## src/hw/rtl/dtms_pkg.sv

```systemverilog
// ----------------------------------------------------------------------------
// dtms_pkg
// Shared types and constants of the dual timer with match slots: item
// payloads, function and register offset codes, control word fields and the
// command and status groups between controller and datapath.
// ----------------------------------------------------------------------------
package dtms_pkg;

  localparam int FUNC_W   = 2;
  localparam int OFF_W    = 4;
  localparam int DATA_W   = 16;
  localparam int TICK_W   = 10;
  localparam int MODE_W   = 5;
  localparam int IRQ_W    = 6;
  localparam int NUM_SLOT = 6;

  typedef logic [FUNC_W-1:0] func_t;
  typedef logic [OFF_W-1:0]  off_t;
  typedef logic [MODE_W-1:0] mode_t;
  typedef logic [IRQ_W-1:0]  irq_vec_t;

  // function codes
  localparam func_t FUNC_TICK  = 2'd0;
  localparam func_t FUNC_READ  = 2'd1;
  localparam func_t FUNC_WRITE = 2'd2;

  // register offsets
  localparam off_t OFF_CNT0  = 4'd0;
  localparam off_t OFF_DIV0  = 4'd1;
  localparam off_t OFF_CTL0  = 4'd2;
  localparam off_t OFF_CNT1  = 4'd3;
  localparam off_t OFF_DIV1  = 4'd4;
  localparam off_t OFF_CTL1  = 4'd5;
  localparam off_t OFF_SLOT0 = 4'd6;
  localparam off_t OFF_SLOT5 = 4'd11;
  localparam off_t OFF_NOP   = 4'd12;
  localparam off_t OFF_STAT  = 4'd13;
  localparam off_t OFF_MASK  = 4'd14;
  localparam off_t OFF_UNDEC = 4'd15;

  // control word
  localparam mode_t MODE_RESET = 5'h10;
  localparam int    CTL_STOP_BIT = 4;
  localparam int    CTL_UP_BIT   = 3;
  localparam logic [2:0] SEL_HOLD = 3'd0;
  localparam logic [2:0] SEL_NONE = 3'd7;

  typedef struct packed {
    func_t                   func;
    off_t                    reg_offset;
    logic [DATA_W-1:0]       write_data;
    logic [TICK_W-1:0]       tick_count;
  } in_item_t;

  typedef struct packed {
    logic [DATA_W-1:0] read_data;
    logic              irq;
    logic              bad_access;
  } out_item_t;

  typedef struct packed {
    logic capture;
    logic write_reg;
    logic load_acc;
    logic step;
    logic store_acc;
    logic emit;
    logic sel;
  } dtms_cmd_t;

  typedef struct packed {
    logic tick_item;
    logic cnt_stopped;
    logic acc_over;
    logic out_busy;
  } dtms_stat_t;

endpackage

```

## src/hw/rtl/dtms_if.sv

```systemverilog
// ----------------------------------------------------------------------------
// dtms_if
// Valid/ready channels of the timer block: one for input items, one for
// result items.
// ----------------------------------------------------------------------------
interface dtms_in_if;
  logic               valid;
  logic               ready;
  dtms_pkg::in_item_t data;

  modport source (output valid, output data, input ready);
  modport sink   (input valid, input data, output ready);
endinterface

interface dtms_out_if;
  logic                valid;
  logic                ready;
  dtms_pkg::out_item_t data;

  modport source (output valid, output data, input ready);
  modport sink   (input valid, input data, output ready);
endinterface

```

## src/hw/rtl/dtms_ctrl.sv

```systemverilog
// ----------------------------------------------------------------------------
// dtms_ctrl
// Sequencer of the timer block: takes an item, runs the register access or
// the divider loop of each running counter, then hands over the result.
// ----------------------------------------------------------------------------
module dtms_ctrl (
  input  logic                 clk,
  input  logic                 rst_n,
  input  logic                 in_valid,
  output logic                 in_ready,
  input  dtms_pkg::dtms_stat_t stat,
  output dtms_pkg::dtms_cmd_t  cmd
);
  import dtms_pkg::*;

  localparam logic [2:0] S_IDLE     = 3'd0;
  localparam logic [2:0] S_DISPATCH = 3'd1;
  localparam logic [2:0] S_LOAD     = 3'd2;
  localparam logic [2:0] S_STEP     = 3'd3;
  localparam logic [2:0] S_DONE     = 3'd4;

  logic [2:0] state_r, state_nxt;
  logic       cur_r, cur_nxt;

  always_ff @(posedge clk) begin
    if (!rst_n) begin
      state_r <= S_IDLE;
      cur_r   <= 1'b0;
    end else begin
      state_r <= state_nxt;
      cur_r   <= cur_nxt;
    end
  end

  always_comb begin
    state_nxt = state_r;
    cur_nxt   = cur_r;
    cmd       = '0;
    cmd.sel   = cur_r;
    in_ready  = 1'b0;
    unique case (state_r)
      S_IDLE: begin
        in_ready = 1'b1;
        if (in_valid) begin
          cmd.capture = 1'b1;
          state_nxt   = S_DISPATCH;
        end
      end
      S_DISPATCH: begin
        cur_nxt = 1'b0;
        if (stat.tick_item) begin
          state_nxt = S_LOAD;
        end else begin
          cmd.write_reg = 1'b1;
          state_nxt     = S_DONE;
        end
      end
      S_LOAD: begin
        if (stat.cnt_stopped) begin
          if (cur_r) begin
            state_nxt = S_DONE;
          end else begin
            cur_nxt = 1'b1;
          end
        end else begin
          cmd.load_acc = 1'b1;
          state_nxt    = S_STEP;
        end
      end
      S_STEP: begin
        if (stat.acc_over) begin
          cmd.step = 1'b1;
        end else begin
          cmd.store_acc = 1'b1;
          if (cur_r) begin
            state_nxt = S_DONE;
          end else begin
            cur_nxt   = 1'b1;
            state_nxt = S_LOAD;
          end
        end
      end
      S_DONE: begin
        if (!stat.out_busy) begin
          cmd.emit  = 1'b1;
          state_nxt = S_IDLE;
        end
      end
      default: begin
        state_nxt = S_IDLE;
      end
    endcase
  end

endmodule

```

## src/hw/rtl/dtms_dp.sv

```systemverilog
// ----------------------------------------------------------------------------
// dtms_dp
// Datapath of the timer block: register file, prescale accumulator, the
// single counter step unit, match compare and the result register.
// ----------------------------------------------------------------------------
module dtms_dp #(
  parameter int COUNTER_WIDTH      = 16,
  parameter int MAX_TICKS_PER_ITEM = 1023
) (
  input  logic                  clk,
  input  logic                  rst_n,
  input  dtms_pkg::in_item_t    in_data,
  input  logic                  out_ready,
  output logic                  out_valid,
  output dtms_pkg::out_item_t   out_data,
  input  dtms_pkg::dtms_cmd_t   cmd,
  output dtms_pkg::dtms_stat_t  stat
);
  import dtms_pkg::*;

  localparam int CW     = COUNTER_WIDTH;
  localparam int TK_W   = $clog2(MAX_TICKS_PER_ITEM + 1);
  localparam int ACC_W  = ((CW > TK_W) ? CW : TK_W) + 1;

  typedef logic [CW-1:0]    cnt_t;
  typedef logic [ACC_W-1:0] acc_t;

  in_item_t  item_r;
  cnt_t      count_r  [2];
  cnt_t      reload_r [2];
  cnt_t      limit_r  [2];
  mode_t     mode_r   [2];
  acc_t      pre_r    [2];
  cnt_t      slot_r   [NUM_SLOT];
  irq_vec_t  pend_r;
  irq_vec_t  ena_r;
  acc_t      acc_r;
  logic      out_valid_r;
  out_item_t out_data_r;

  acc_t      ticks_sat;
  cnt_t      wr_val;
  cnt_t      cur_cnt;
  mode_t     cur_mode;
  logic [2:0] cur_sel;
  cnt_t      sel_slot;
  logic      sel_hit;
  cnt_t      step_val;
  irq_vec_t  hit_vec;
  logic [DATA_W-1:0] rd_val;
  logic      bad;
  logic [2:0] wr_slot;

  assign ticks_sat = (32'(item_r.tick_count) > 32'(MAX_TICKS_PER_ITEM)) ?
                     ACC_W'(MAX_TICKS_PER_ITEM) : ACC_W'(item_r.tick_count);
  assign wr_val    = CW'(item_r.write_data);
  assign wr_slot   = 3'(item_r.reg_offset - OFF_SLOT0);

  // step unit for the selected counter
  assign cur_cnt  = count_r[cmd.sel];
  assign cur_mode = mode_r[cmd.sel];
  assign cur_sel  = cur_mode[2:0];

  always_comb begin
    sel_hit  = 1'b0;
    sel_slot = '0;
    unique case (cur_sel)
      3'd1: sel_slot = slot_r[0];
      3'd2: sel_slot = slot_r[1];
      3'd3: sel_slot = slot_r[2];
      3'd4: sel_slot = slot_r[3];
      3'd5: sel_slot = slot_r[4];
      3'd6: sel_slot = slot_r[5];
      default: sel_slot = '0;
    endcase
    sel_hit = (cur_sel != SEL_HOLD) && (cur_sel != SEL_NONE) && (cur_cnt == sel_slot);
  end

  always_comb begin
    priority if ((cur_sel == SEL_HOLD) && (cur_cnt == '0)) begin
      step_val = cur_cnt;
    end else if (sel_hit) begin
      step_val = reload_r[cmd.sel];
    end else if (cur_mode[CTL_UP_BIT]) begin
      step_val = cur_cnt + 1'b1;
    end else begin
      step_val = cur_cnt - 1'b1;
    end
  end

  always_comb begin
    for (int k = 0; k < NUM_SLOT; k++) begin
      hit_vec[k] = (step_val == slot_r[k]);
    end
  end

  assign stat.tick_item   = (item_r.func == FUNC_TICK);
  assign stat.cnt_stopped = cur_mode[CTL_STOP_BIT];
  assign stat.acc_over    = (acc_r > ACC_W'(limit_r[cmd.sel]));
  assign stat.out_busy    = out_valid_r && !out_ready;

  // item capture and accumulator
  always_ff @(posedge clk) begin
    if (cmd.capture) begin
      item_r <= in_data;
    end
    if (cmd.load_acc) begin
      acc_r <= pre_r[cmd.sel] + ticks_sat;
    end else if (cmd.step) begin
      acc_r <= acc_r - (ACC_W'(limit_r[cmd.sel]) + 1'b1);
    end
  end

  // register file
  always_ff @(posedge clk) begin
    if (!rst_n) begin
      for (int n = 0; n < 2; n++) begin
        count_r[n]  <= '0;
        reload_r[n] <= '0;
        limit_r[n]  <= '0;
        mode_r[n]   <= MODE_RESET;
        pre_r[n]    <= '0;
      end
      for (int k = 0; k < NUM_SLOT; k++) begin
        slot_r[k] <= '0;
      end
      pend_r <= '0;
      ena_r  <= '0;
    end else if (cmd.step) begin
      count_r[cmd.sel] <= step_val;
      if (!cmd.sel) begin
        pend_r <= pend_r | hit_vec;
      end
    end else if (cmd.store_acc) begin
      pre_r[cmd.sel] <= acc_r;
    end else if (cmd.write_reg && (item_r.func == FUNC_WRITE)) begin
      unique case (item_r.reg_offset)
        OFF_CNT0: begin
          count_r[0]  <= wr_val;
          reload_r[0] <= wr_val;
        end
        OFF_DIV0: limit_r[0] <= wr_val;
        OFF_CTL0: mode_r[0]  <= item_r.write_data[MODE_W-1:0];
        OFF_CNT1: begin
          count_r[1]  <= wr_val;
          reload_r[1] <= wr_val;
        end
        OFF_DIV1: limit_r[1] <= wr_val;
        OFF_CTL1: mode_r[1]  <= item_r.write_data[MODE_W-1:0];
        OFF_STAT: pend_r     <= pend_r & ~item_r.write_data[IRQ_W-1:0];
        OFF_MASK: ena_r      <= item_r.write_data[IRQ_W-1:0];
        OFF_NOP, OFF_UNDEC: begin
        end
        default: slot_r[wr_slot] <= wr_val;
      endcase
    end
  end

  // read mux
  always_comb begin
    rd_val = '0;
    bad    = 1'b0;
    if (item_r.func == FUNC_READ) begin
      unique case (item_r.reg_offset)
        OFF_CNT0:  rd_val = DATA_W'(count_r[0]);
        OFF_DIV0:  rd_val = DATA_W'(limit_r[0]);
        OFF_CTL0:  rd_val = DATA_W'(mode_r[0]);
        OFF_CNT1:  rd_val = DATA_W'(count_r[1]);
        OFF_DIV1:  rd_val = DATA_W'(limit_r[1]);
        OFF_CTL1:  rd_val = DATA_W'(mode_r[1]);
        OFF_STAT:  rd_val = DATA_W'(pend_r);
        OFF_MASK:  rd_val = DATA_W'(ena_r);
        OFF_NOP, OFF_UNDEC: bad = 1'b1;
        default:   rd_val = DATA_W'(slot_r[wr_slot]);
      endcase
    end else if (item_r.func == FUNC_WRITE) begin
      bad = (item_r.reg_offset == OFF_UNDEC);
    end
  end

  // result register
  always_ff @(posedge clk) begin
    if (!rst_n) begin
      out_valid_r <= 1'b0;
    end else if (cmd.emit) begin
      out_valid_r <= 1'b1;
    end else if (out_ready) begin
      out_valid_r <= 1'b0;
    end
  end

  always_ff @(posedge clk) begin
    if (cmd.emit) begin
      out_data_r.read_data  <= rd_val;
      out_data_r.irq        <= |(pend_r & ena_r);
      out_data_r.bad_access <= bad;
    end
  end

  assign out_valid = out_valid_r;
  assign out_data  = out_data_r;

endmodule

```

## src/hw/rtl/dual_timer_with_match_slots.sv

```systemverilog
// ----------------------------------------------------------------------------
// dual_timer_with_match_slots
// Two divided counters sharing six compare slots, which flag counter 0 hits,
// interrupt status and mask, driven by tick, read and write items.
// ----------------------------------------------------------------------------
// One item is taken at a time and each gives one result. A read, a write or
// an unused function code skips the divider loop. A tick item runs the
// divider loop of each counter that is running, one divided step at a time,
// where the step count is floor((prescale + ticks) / (divider + 1)) and the
// ticks are capped at MAX_TICKS_PER_ITEM; the single step unit does one
// counter step per cycle. After a divider is lowered below its prescale
// count the next tick also works off the steps held in that prescale count.
// The next item is taken while a result still waits in the output register.
module dual_timer_with_match_slots #(
  parameter int COUNTER_WIDTH      = 16,
  parameter int MAX_TICKS_PER_ITEM = 1023
) (
  input  logic              clk,
  input  logic              rst_n,
  dtms_in_if.sink           in_ch,
  dtms_out_if.source        out_ch
);
  import dtms_pkg::*;

  dtms_cmd_t  cmd;
  dtms_stat_t stat;
  logic       in_rdy;

  dtms_ctrl u_ctrl (
    .clk      (clk),
    .rst_n    (rst_n),
    .in_valid (in_ch.valid),
    .in_ready (in_rdy),
    .stat     (stat),
    .cmd      (cmd)
  );

  dtms_dp #(
    .COUNTER_WIDTH      (COUNTER_WIDTH),
    .MAX_TICKS_PER_ITEM (MAX_TICKS_PER_ITEM)
  ) u_dp (
    .clk       (clk),
    .rst_n     (rst_n),
    .in_data   (in_ch.data),
    .out_ready (out_ch.ready),
    .out_valid (out_ch.valid),
    .out_data  (out_ch.data),
    .cmd       (cmd),
    .stat      (stat)
  );

  assign in_ch.ready = in_rdy;

endmodule
```

## src/flat_wrapper.sv

```systemverilog
// flat-port wrapper written by rule: the top's interface ports become plain ports
module dual_timer_with_match_slots_flat import dtms_pkg::*;
#(
  parameter int COUNTER_WIDTH      = 16,
  parameter int MAX_TICKS_PER_ITEM = 1023
)
  (clk, rst_n, in_ch_valid, in_ch_data, in_ch_ready, out_ch_valid, out_ch_data, out_ch_ready);
  dtms_in_if in_ch_i ();
  dtms_out_if out_ch_i ();
  input  logic clk;
  input  logic rst_n;
  input wire logic [$bits(in_ch_i.valid)-1:0] in_ch_valid;
  input wire logic [$bits(in_ch_i.data)-1:0] in_ch_data;
  output wire logic [$bits(in_ch_i.ready)-1:0] in_ch_ready;
  output wire logic [$bits(out_ch_i.valid)-1:0] out_ch_valid;
  output wire logic [$bits(out_ch_i.data)-1:0] out_ch_data;
  input wire logic [$bits(out_ch_i.ready)-1:0] out_ch_ready;
  assign in_ch_i.valid = in_ch_valid;
  assign in_ch_i.data = in_ch_data;
  assign in_ch_ready = in_ch_i.ready;
  assign out_ch_valid = out_ch_i.valid;
  assign out_ch_data = out_ch_i.data;
  assign out_ch_i.ready = out_ch_ready;
  dual_timer_with_match_slots #(.COUNTER_WIDTH(COUNTER_WIDTH), .MAX_TICKS_PER_ITEM(MAX_TICKS_PER_ITEM)) u_core (.clk(clk), .rst_n(rst_n), .in_ch(in_ch_i), .out_ch(out_ch_i));
endmodule
```

## config.mk

```make
export PLATFORM = sky130hd
export DESIGN_NAME = dual_timer_with_match_slots_flat
export DESIGN_NICKNAME = d
export VERILOG_FILES = /design/src/hw/rtl/dtms_pkg.sv /design/src/hw/rtl/dtms_if.sv /design/src/hw/rtl/dtms_ctrl.sv /design/src/hw/rtl/dtms_dp.sv /design/src/hw/rtl/dual_timer_with_match_slots.sv /design/src/flat_wrapper.sv
export SDC_FILE = /design/constraint.sdc
export NUM_CORES = 1
export LEC_CHECK = 0
export ABC_CLOCK_PERIOD_IN_PS = 9500
export BUFFER_PORTS_ARGS = -buffer_cell sky130_fd_sc_hd__buf_2
export CORE_MARGIN = 4
export CORE_UTILIZATION = 30
export DETAILED_ROUTE_END_ITERATION = 12
export GPL_ROUTABILITY_DRIVEN = 1
export PLACE_DENSITY = 0.43
export SLEW_MARGIN = 5
export SYNTH_ARGS = -nofsm -noshare
export SYNTH_HDL_FRONTEND = slang
export SYNTH_SLANG_ARGS = --single-unit
```

## constraint.sdc

```tcl
create_clock -name clk -period 9.5 [get_ports clk]
set_input_delay 0.95 -clock clk [delete_from_list [all_inputs] [get_ports clk]]
set_output_delay 0.95 -clock clk [all_outputs]
set_load 0.02 [all_outputs]
```

==> results of run 1 <==
## worst register-to-register path, cell delays in order, from the launching register on
cell and delay [ns]:
dfxtp_4 0.75, buf_4 0.78, mux2i_1 0.84, a21oi_1 0.14, nor4b_1 0.40, and4_1 0.37, and3_1 0.48, buf_4 0.37
mux2i_1 1.06, a211oi_1 0.18, o31ai_1 0.32, o2111ai_1 0.19, or4_1 0.49, o31ai_1 0.18
## final timing paths
path | start | end | slack, ns | depth (start not counted)
min | in_ch_data[1] | u_core.u_dp.item_r[1] | 0.53 | 1
max | flop | u_core.u_dp.pend_r[2] | 2.85 | 13
max reg2reg | flop | u_core.u_dp.pend_r[2] | 2.85 | 13
min reg2reg | u_core.u_dp.pend_r[0] | u_core.u_dp.pend_r[0] | 0.56 | 2
## synth_stat cells (8+ instances only)
library cell / count / area share [%]
edfxtp_1: 317 / 48
xnor2_1: 51 / 2.2
buf_1: 16 / 0.30
clkbuf_1: 60 / 1.1
nand2_1: 129 / 2.4
a22oi_1: 26 / 0.98
a221o_1: 14 / 0.71
nor2_1: 72 / 1.4
a31oi_1: 25 / 0.79
buf_2: 11 / 0.28
a221oi_1: 15 / 0.66
mux2i_1: 87 / 4.4
a21oi_1: 73 / 1.8
inv_1: 62 / 1.2
a211oi_1: 17 / 0.64
xor2_1: 47 / 2.1
o22ai_1: 15 / 0.47
a21o_1: 23 / 0.87
nor2b_1: 20 / 0.63
nand4_1: 13 / 0.41
nor3_1: 36 / 0.91
mux4_2: 15 / 1.7
o21a_1: 8 / 0.30
dfxtp_1: 18 / 1.8
nand3_1: 33 / 0.83
nand3b_1: 8 / 0.30
o21ai_0: 97 / 2.4
nand2b_1: 16 / 0.50
o32ai_1: 9 / 0.40
and2_1: 137 / 4.3
nor4_1: 15 / 0.47
o31ai_1: 20 / 0.76
mux2_2: 62 / 3.5
ha_1: 41 / 2.6
and3_1: 24 / 0.76
## registers in the layout, summed over array words and instances, names as in the netlist, 10 cells and up, named ones only
signal                cells
u_core.u_dp.acc_r        17
u_core.u_dp.count_r      32
u_core.u_dp.item_r       16
u_core.u_dp.limit_r      32
u_core.u_dp.mode_r       10
u_core.u_dp.out_data     18
u_core.u_dp.pre_r        34
u_core.u_dp.reload_r     32
u_core.u_dp.slot_r      110
u_core.u_dp.wr_val       16
## metal layers
layer	share of wire, %	global-route usage, %	vias up	wire length (um)
met5	0	0	-	0
met4	3.4	7.08	0	2640
met3	6.6	3.63	128	5200
met2	46	34.6	585	35600
met1	44	30.2	7626	34700
li1	-	-	6906	-
## power by group through the flow
stage	registers, mW	logic, mW	clock network, mW
3_3_place_gp	1.85	1.08	0
2_1_floorplan	1.78	0.716	0
5_1_grt	1.83	1.17	1.74
3_5_place_dp	1.85	1.08	0
6_report	1.82	1.09	1.63
4_1_cts	1.82	1.08	1.67
## cells in the final DEF, fill, tap and decap left out, drive strengths merged, types with 13 or more instances in the layout
master	count
a221o	14
nand2	129
dfxtp	18
and2	137
mux2i	88
clkbuf	48
nor2b	20
nand3	33
a21oi	73
o21ai	97
edfxtp	317
o31ai	21
buf	97
xor2	47
ha	41
clkinv	18
a221oi	16
nor2	72
mux2	70
xnor2	51
and3	24
nand2b	16
a31oi	25
nand4	13
o22ai	15
inv	64
nor3	36
a22oi	26
nor4	17
conb	16
a21o	23
a211oi	17
mux4	15
## kinds of logic after synthesis
| logic type | Yosys count |
|---|---|
| AO/OA/AOI/OAI | 420 |
| XOR/XNOR | 98 |
| adder cells (fa/ha/maj) | 44 |
| buffers and inverters | 157 |
| flip-flops | 335 |
| multiplexers | 173 |
| other | 1 |
| AND/OR/NAND/NOR | 559 |
## metrics by stage
stage / total power, mW / cells / instance area, um2
after floorplan: 2.50 / 1802 / 19900
after global placement: 2.93 / 2669 / 21200
after detailed placement: 2.93 / 2669 / 21200
after CTS: 4.57 / 2746 / 22600
after global routing: 4.74 / 2746 / 22600
final: 4.54 / 2747 / 22600
## layout make-up
cell class / instances / area, um2 / area share [%]
antenna: 1 / 2.50 / 0.0111
clock buffer: 48 / 1070 / 4.74
clock inverter: 29 / 317 / 1.40
inverter: 63 / 236 / 1.04
multi-input combinational: 1310 / 9460 / 41.8
sequential: 335 / 9880 / 43.6
tap: 864 / 1080 / 4.77
timing repair buffer: 97 / 591 / 2.61
==> results.json, run 1 <==
{
  "status": "finished clean",
  "synthCells": 1787,
  "critPathMaxFanout": 50,
  "hold_buffers": 0,
  "slew-limit-headroom_pct": 13.3,
  "ant_nets": 0,
  "grt_max_degree": 51,
  "die-area_um2": 70400,
  "holdCritPathClass": "in -> reg",
  "arrival_ns": 7.15,
  "clkSinkCount": 335,
  "synth-compound-area-share_pct": 14.4,
  "fin_util_pct": 34.4,
  "worstPathRequired_ns": 10.00,
  "power.share.combinational_pct": 24.0,
  "track_usage_pct": 21.7,
  "clockRootBuffer": "clkbuf_16",
  "p_int_mw": 3.03,
  "worst-path-buf-inv": 2,
  "synth_xor_xnor_area_share_pct": 4.32,
  "detail_route.iter0.violations": 1395,
  "yosysSeqAreaShare_pct": 49.7,
  "antenna_found_initial": 4,
  "yosys-mux-area-fraction_pct": 10.1,
  "p_sw_share_pct": 33.3,
  "synth_edf_count": 317,
  "power_density_nw_per_um2": 201,
  "insertion_delay_ns": 0.59,
  "drive_gt1_share_pct": 14.3,
  "vdd_drop_max_uv": 144,
  "clock.fmax_mhz": 150,
  "yosys.area_share.simple_pct": 15.3,
  "post-place-ws_ns": 3.01,
  "tritoncts": "built",
  "nets": 1929,
  "synthAdderAreaFrac_pct": 2.88,
  "cap_violations": 0,
  "rsz0062_at_grt": "false",
  "clkTransAtPathRegs_ns": 0.06,
  "routedWlPerCell_um": 28.5,
  "grt_overflow_total": 0,
  "ys_async_sr_fraction_pct": 0,
  "fillers": 6590,
  "dieWidth_um": 265,
  "crit_chain": "buf_4 > mux2i_1 > a21oi_1 > nor4b_1 > and4_1 > and3_1 > buf_4 > mux2i_1 > a211oi_1 > o31ai_1 > o2111ai_1 > or4_1 > o31ai_1",
  "viasPerCell": 5.55,
  "area_delta_synth_final_pct": 14.0,
  "ios": 56,
  "fin_skew_ns": 0.0306,
  "start_util_pct": 30.2,
  "cpPeakStageDelay_ns": 1.05,
  "via_count": 15200,
  "hold_viol": 0,
  "grt_pass1_wl_um": 111000,
  "cts_buffer_depth": 3,
  "port_buffers": 55,
  "synth_area_um2": 19900,
  "cts_made_buffers": 42,
  "cts_setup_buffers": 0,
  "criticalPathCategory": "reg -> reg",
  "report.final.slew_viol_count": 0,
  "dr.pass1.iters": 5,
  "cts_resized": 0,
  "setup_viol": 0,
  "synth_top_flop_cell": "edfxtp_1",
  "end_kind": "flop",
  "drc": 0,
  "fin_tns_setup_ns": 0,
  "yosys_warnings": 0,
  "seq_power_share_pct": 40.1,
  "p_switching_mw": 1.51,
  "start_kind": "flop",
  "synth.avg_cell_area_um2": 11.1,
  "die_h_um": 265,
  "core_area_um2": 65700,
  "power.leakage_nw": 8.29,
  "wl_um": 78200,
  "finalCritPeriodShare_pct": 70.0,
  "grt_pass1_vias": 15000,
  "crit_family": "multiplexers",
  "pwr-share-clk_pct": 35.9,
  "synth.distinct_cells": 91,
  "hold_slack_ns": 0.530,
  "synth_top_family_by_area": "simple AND/OR/NAND/NOR gates",
  "rows": 94,
  "slowest_stage": "mux2i_1",
  "ys_ff_latch": 335,
  "cts-htree-levels": 2,
  "place_hpwl_um": 58800,
  "worst_pin_slew_ns": 1.26,
  "period_minus_slack_ns": 6.65,
  "setup_ws_ns": 2.85,
  "gp_congestion": 0.960
}
No activity file was read; power rests on OpenSTA's default activity.
==> run 2: changes to the inputs <==
Settings changed: ABC_AREA from default to 1, ABC_CLOCK_PERIOD_IN_PS 9500 to 6600.
Clock period 9.5 ns to 6.6 ns, I/O delays scaled along.
==> run 2 against run 1 <==
- setup slack got worse by 1.6 ns
- global-route usage rose by 1.4 points
- final cell count rose by 23%
- power rose to 2.6 times the previous value
- register-to-register slack got worse by 1.6 ns
- count of clock-buffer cells in the layout rose by 11
- fmax rose by 23%
- clock power rose by 52%
- sequential cell count rose by 18
- combinational power rose to 5.8 times the previous value
- critical endpoint is now u_core.u_dp.pend_r[3]
- largest power group is now combinational cells
- highest routed layer is now met5
==> results.json, run 2 <==
{
  "drive_gt1_share_pct": 8.90,
  "fin_tns_setup_ns": 0,
  "hold_viol": 0,
  "antenna_found_initial": 2,
  "rows": 95,
  "synth.distinct_cells": 53,
  "nets": 2549,
  "core_area_um2": 67200,
  "gp_congestion": 0.953,
  "grt_overflow_total": 0,
  "rsz0062_at_grt": "false",
  "track_usage_pct": 23.1,
  "routedWlPerCell_um": 24.8,
  "hold_depth": 1,
  "ys_top_cells_by_area": "edfxtp_1, nand2_1, nor2_1, inv_1, o21ai_0",
  "setup_viol": 0,
  "status": "finished clean",
  "ys_ff_latch": 353,
  "synth_top_flop_cell": "edfxtp_1",
  "drc": 0,
  "setup_ws_ns": 1.20,
  "yosysSeqAreaShare_pct": 51.3,
  "report.final.slew_viol_count": 0,
  "synthCells": 2384,
  "power_density_nw_per_um2": 506,
  "ios": 56,
  "synth.avg_cell_area_um2": 8.52,
  "cts_setup_buffers": 0,
  "clock.fmax_mhz": 185,
  "p_sw_share_pct": 50.4,
  "rr_worst_depth": 20,
  "start_kind": "flop",
  "critPathMaxFanout": 69,
  "tritoncts": "built",
  "layout_common_cells": "nand2_1, nor2_1, edfxtp_1, inv_1, o21ai_0",
  "grt_max_degree": 70,
  "post-place-ws_ns": 1.15,
  "pwr-share-clk_pct": 21.2,
  "place_hpwl_um": 63700,
  "yosys_warnings": 0,
  "detail_route.iter0.violations": 1659,
  "cts_made_buffers": 45,
  "clkTransAtPathRegs_ns": 0.06,
  "end_kind": "flop",
  "fin_skew_ns": 0.0396,
  "area_delta_synth_final_pct": 13.5,
  "worstPathRequired_ns": 7.10,
  "start_util_pct": 30.2,
  "cap_violations": 0,
  "seq_power_share_pct": 24.3,
  "insertion_delay_ns": 0.59,
  "criticalPathCategory": "reg -> reg",
  "top_regs": "u_core.u_dp.slot_r (128), u_core.u_dp.pre_r (34)",
  "p_int_mw": 5.78,
  "grt_pass1_vias": 17100,
  "cts_resized": 0,
  "die_h_um": 268,
  "p_switching_mw": 5.88,
  "grt_pass1_wl_um": 122000,
  "port_buffers": 55,
  "period_minus_slack_ns": 5.40,
  "slew-limit-headroom_pct": 7.02,
  "fillers": 7059,
  "largest_register_ff_count": 128,
  "ant_nets": 0,
  "synth_area_um2": 20300,
  "power.share.combinational_pct": 54.4,
  "viasPerCell": 5.24,
  "top_register": "u_core.u_dp.slot_r",
  "holdCritPathClass": "in -> reg",
  "clockRootBuffer": "clkbuf_16",
  "vdd_drop_max_uv": 221,
  "layout_commonest_cell": "nand2_1",
  "via_count": 17700,
  "power.leakage_nw": 9.51,
  "cts-htree-levels": 2,
  "hold_buffers": 0,
  "ys_top_cells_by_count": "nand2_1, nor2_1, edfxtp_1",
  "hold_slack_ns": 0.250,
  "synth_area_leader_cell": "edfxtp_1",
  "netlist.area_leader.share_pct": 49.5,
  "dr.pass1.iters": 5,
  "synth_most_common_cell": "nand2_1",
  "finalCritPeriodShare_pct": 81.8,
  "cts_buffer_depth": 3,
  "worst_pin_slew_ns": 1.36,
  "synth_edf_count": 335,
  "clkSinkCount": 353,
  "wl_um": 83800,
  "ys_async_sr_fraction_pct": 0,
  "die-area_um2": 71900,
  "arrival_ns": 5.90,
  "dieWidth_um": 268
}
-- run 2: cell types whose count changed after synthesis, moves of 56 or more --
cell	previous run	this run
nand2_1	129	562
mux2_2	62	0
inv_1	62	263
and2_1	137	1
nand4_1	13	82
o21ai_0	97	153
nand3_1	33	122
mux2i_1	87	8
nor2_1	72	347
-- run 2: cells by family after synthesis --
kind of cell	Yosys count	share of synthesized area (%)
buffers and inverters	365	7.62
DFF	353	51.3
muxes	8	0.394
adders and majority gates	44	2.82
and+or+nand+nor	1190	25.5
xor gates and xnor gates	30	1.29
other	1	0.0185
AOI/OAI and AO/OA	393	11.1
-- run 2: power groups by stage --
stage               Combinational [mW]  Sequential (mW)  Clock, mW
finish                            6.34             2.84       2.47
floorplan                         4.00             2.84          0
global placement                  6.33             2.88          0
detailed placement                6.28             2.88          0
global route                      6.93             2.86       2.61
CTS                               6.30             2.84       2.52
-- run 2: per-layer routing --
layer	global-route usage, %	routed length, um
met1	32.3	37500
met4	5.64	2110
met3	2.44	4660
met2	38.4	39500
met5	0	13
-- run 2: path summary, 6_finish.rpt --
path	start	to	slack, ns
worst max-delay path	flop	u_core.u_dp.pend_r[3]	1.20
worst min register to register	u_core.u_dp.pend_r[1]	u_core.u_dp.pend_r[1]	0.54
worst max register to register	flop	u_core.u_dp.pend_r[3]	1.20
worst min-delay path	in_ch_data[22]	u_core.u_dp.wr_val[12]	0.25
-- run 2: cell type report --
cell class	instances	area, um2	area share, %
clock buffers	59	1200	5.20
multi-input cells	1699	8480	36.8
repair buffers	90	538	2.33
inverters	280	1050	4.56
well taps	873	1090	4.74
diodes	1	2.50	0.0109
clock inverters	25	263	1.14
flip-flops and latches	353	10400	45.2
-- run 2: stage by stage --
step	total power [mW]	cells	util [%]	cell area, um2
2_1_floorplan	6.84	2417	-	20400
3_3_place_gp	9.21	3295	32.1	21600
3_5_place_dp	9.16	3295	32.1	21600
4_1_cts	11.7	3379	34.3	23100
5_1_grt	12.4	3379	34.3	23100
6_report	11.7	3380	34.3	23100
-- run 2: worst max-delay path, stage by stage, from the launching register on --
cell	delay, ns
dfxtp_4	0.50
buf_4	0.62
o21ai_0	0.37
fa_1	0.55
o21ai_0	0.32
nand2_1	0.14
a21oi_1	0.39
a21boi_0	0.22
o21ai_0	0.34
nand3_1	0.15
nand3b_1	0.11
nand2_1	0.08
nand2_2	0.18
nand3_2	0.28
nand2_1	0.13
nand2_1	0.08
a21oi_1	0.28
nand2_1	0.17
nor2_1	0.11
nand2_1	0.11
a21oi_1	0.14
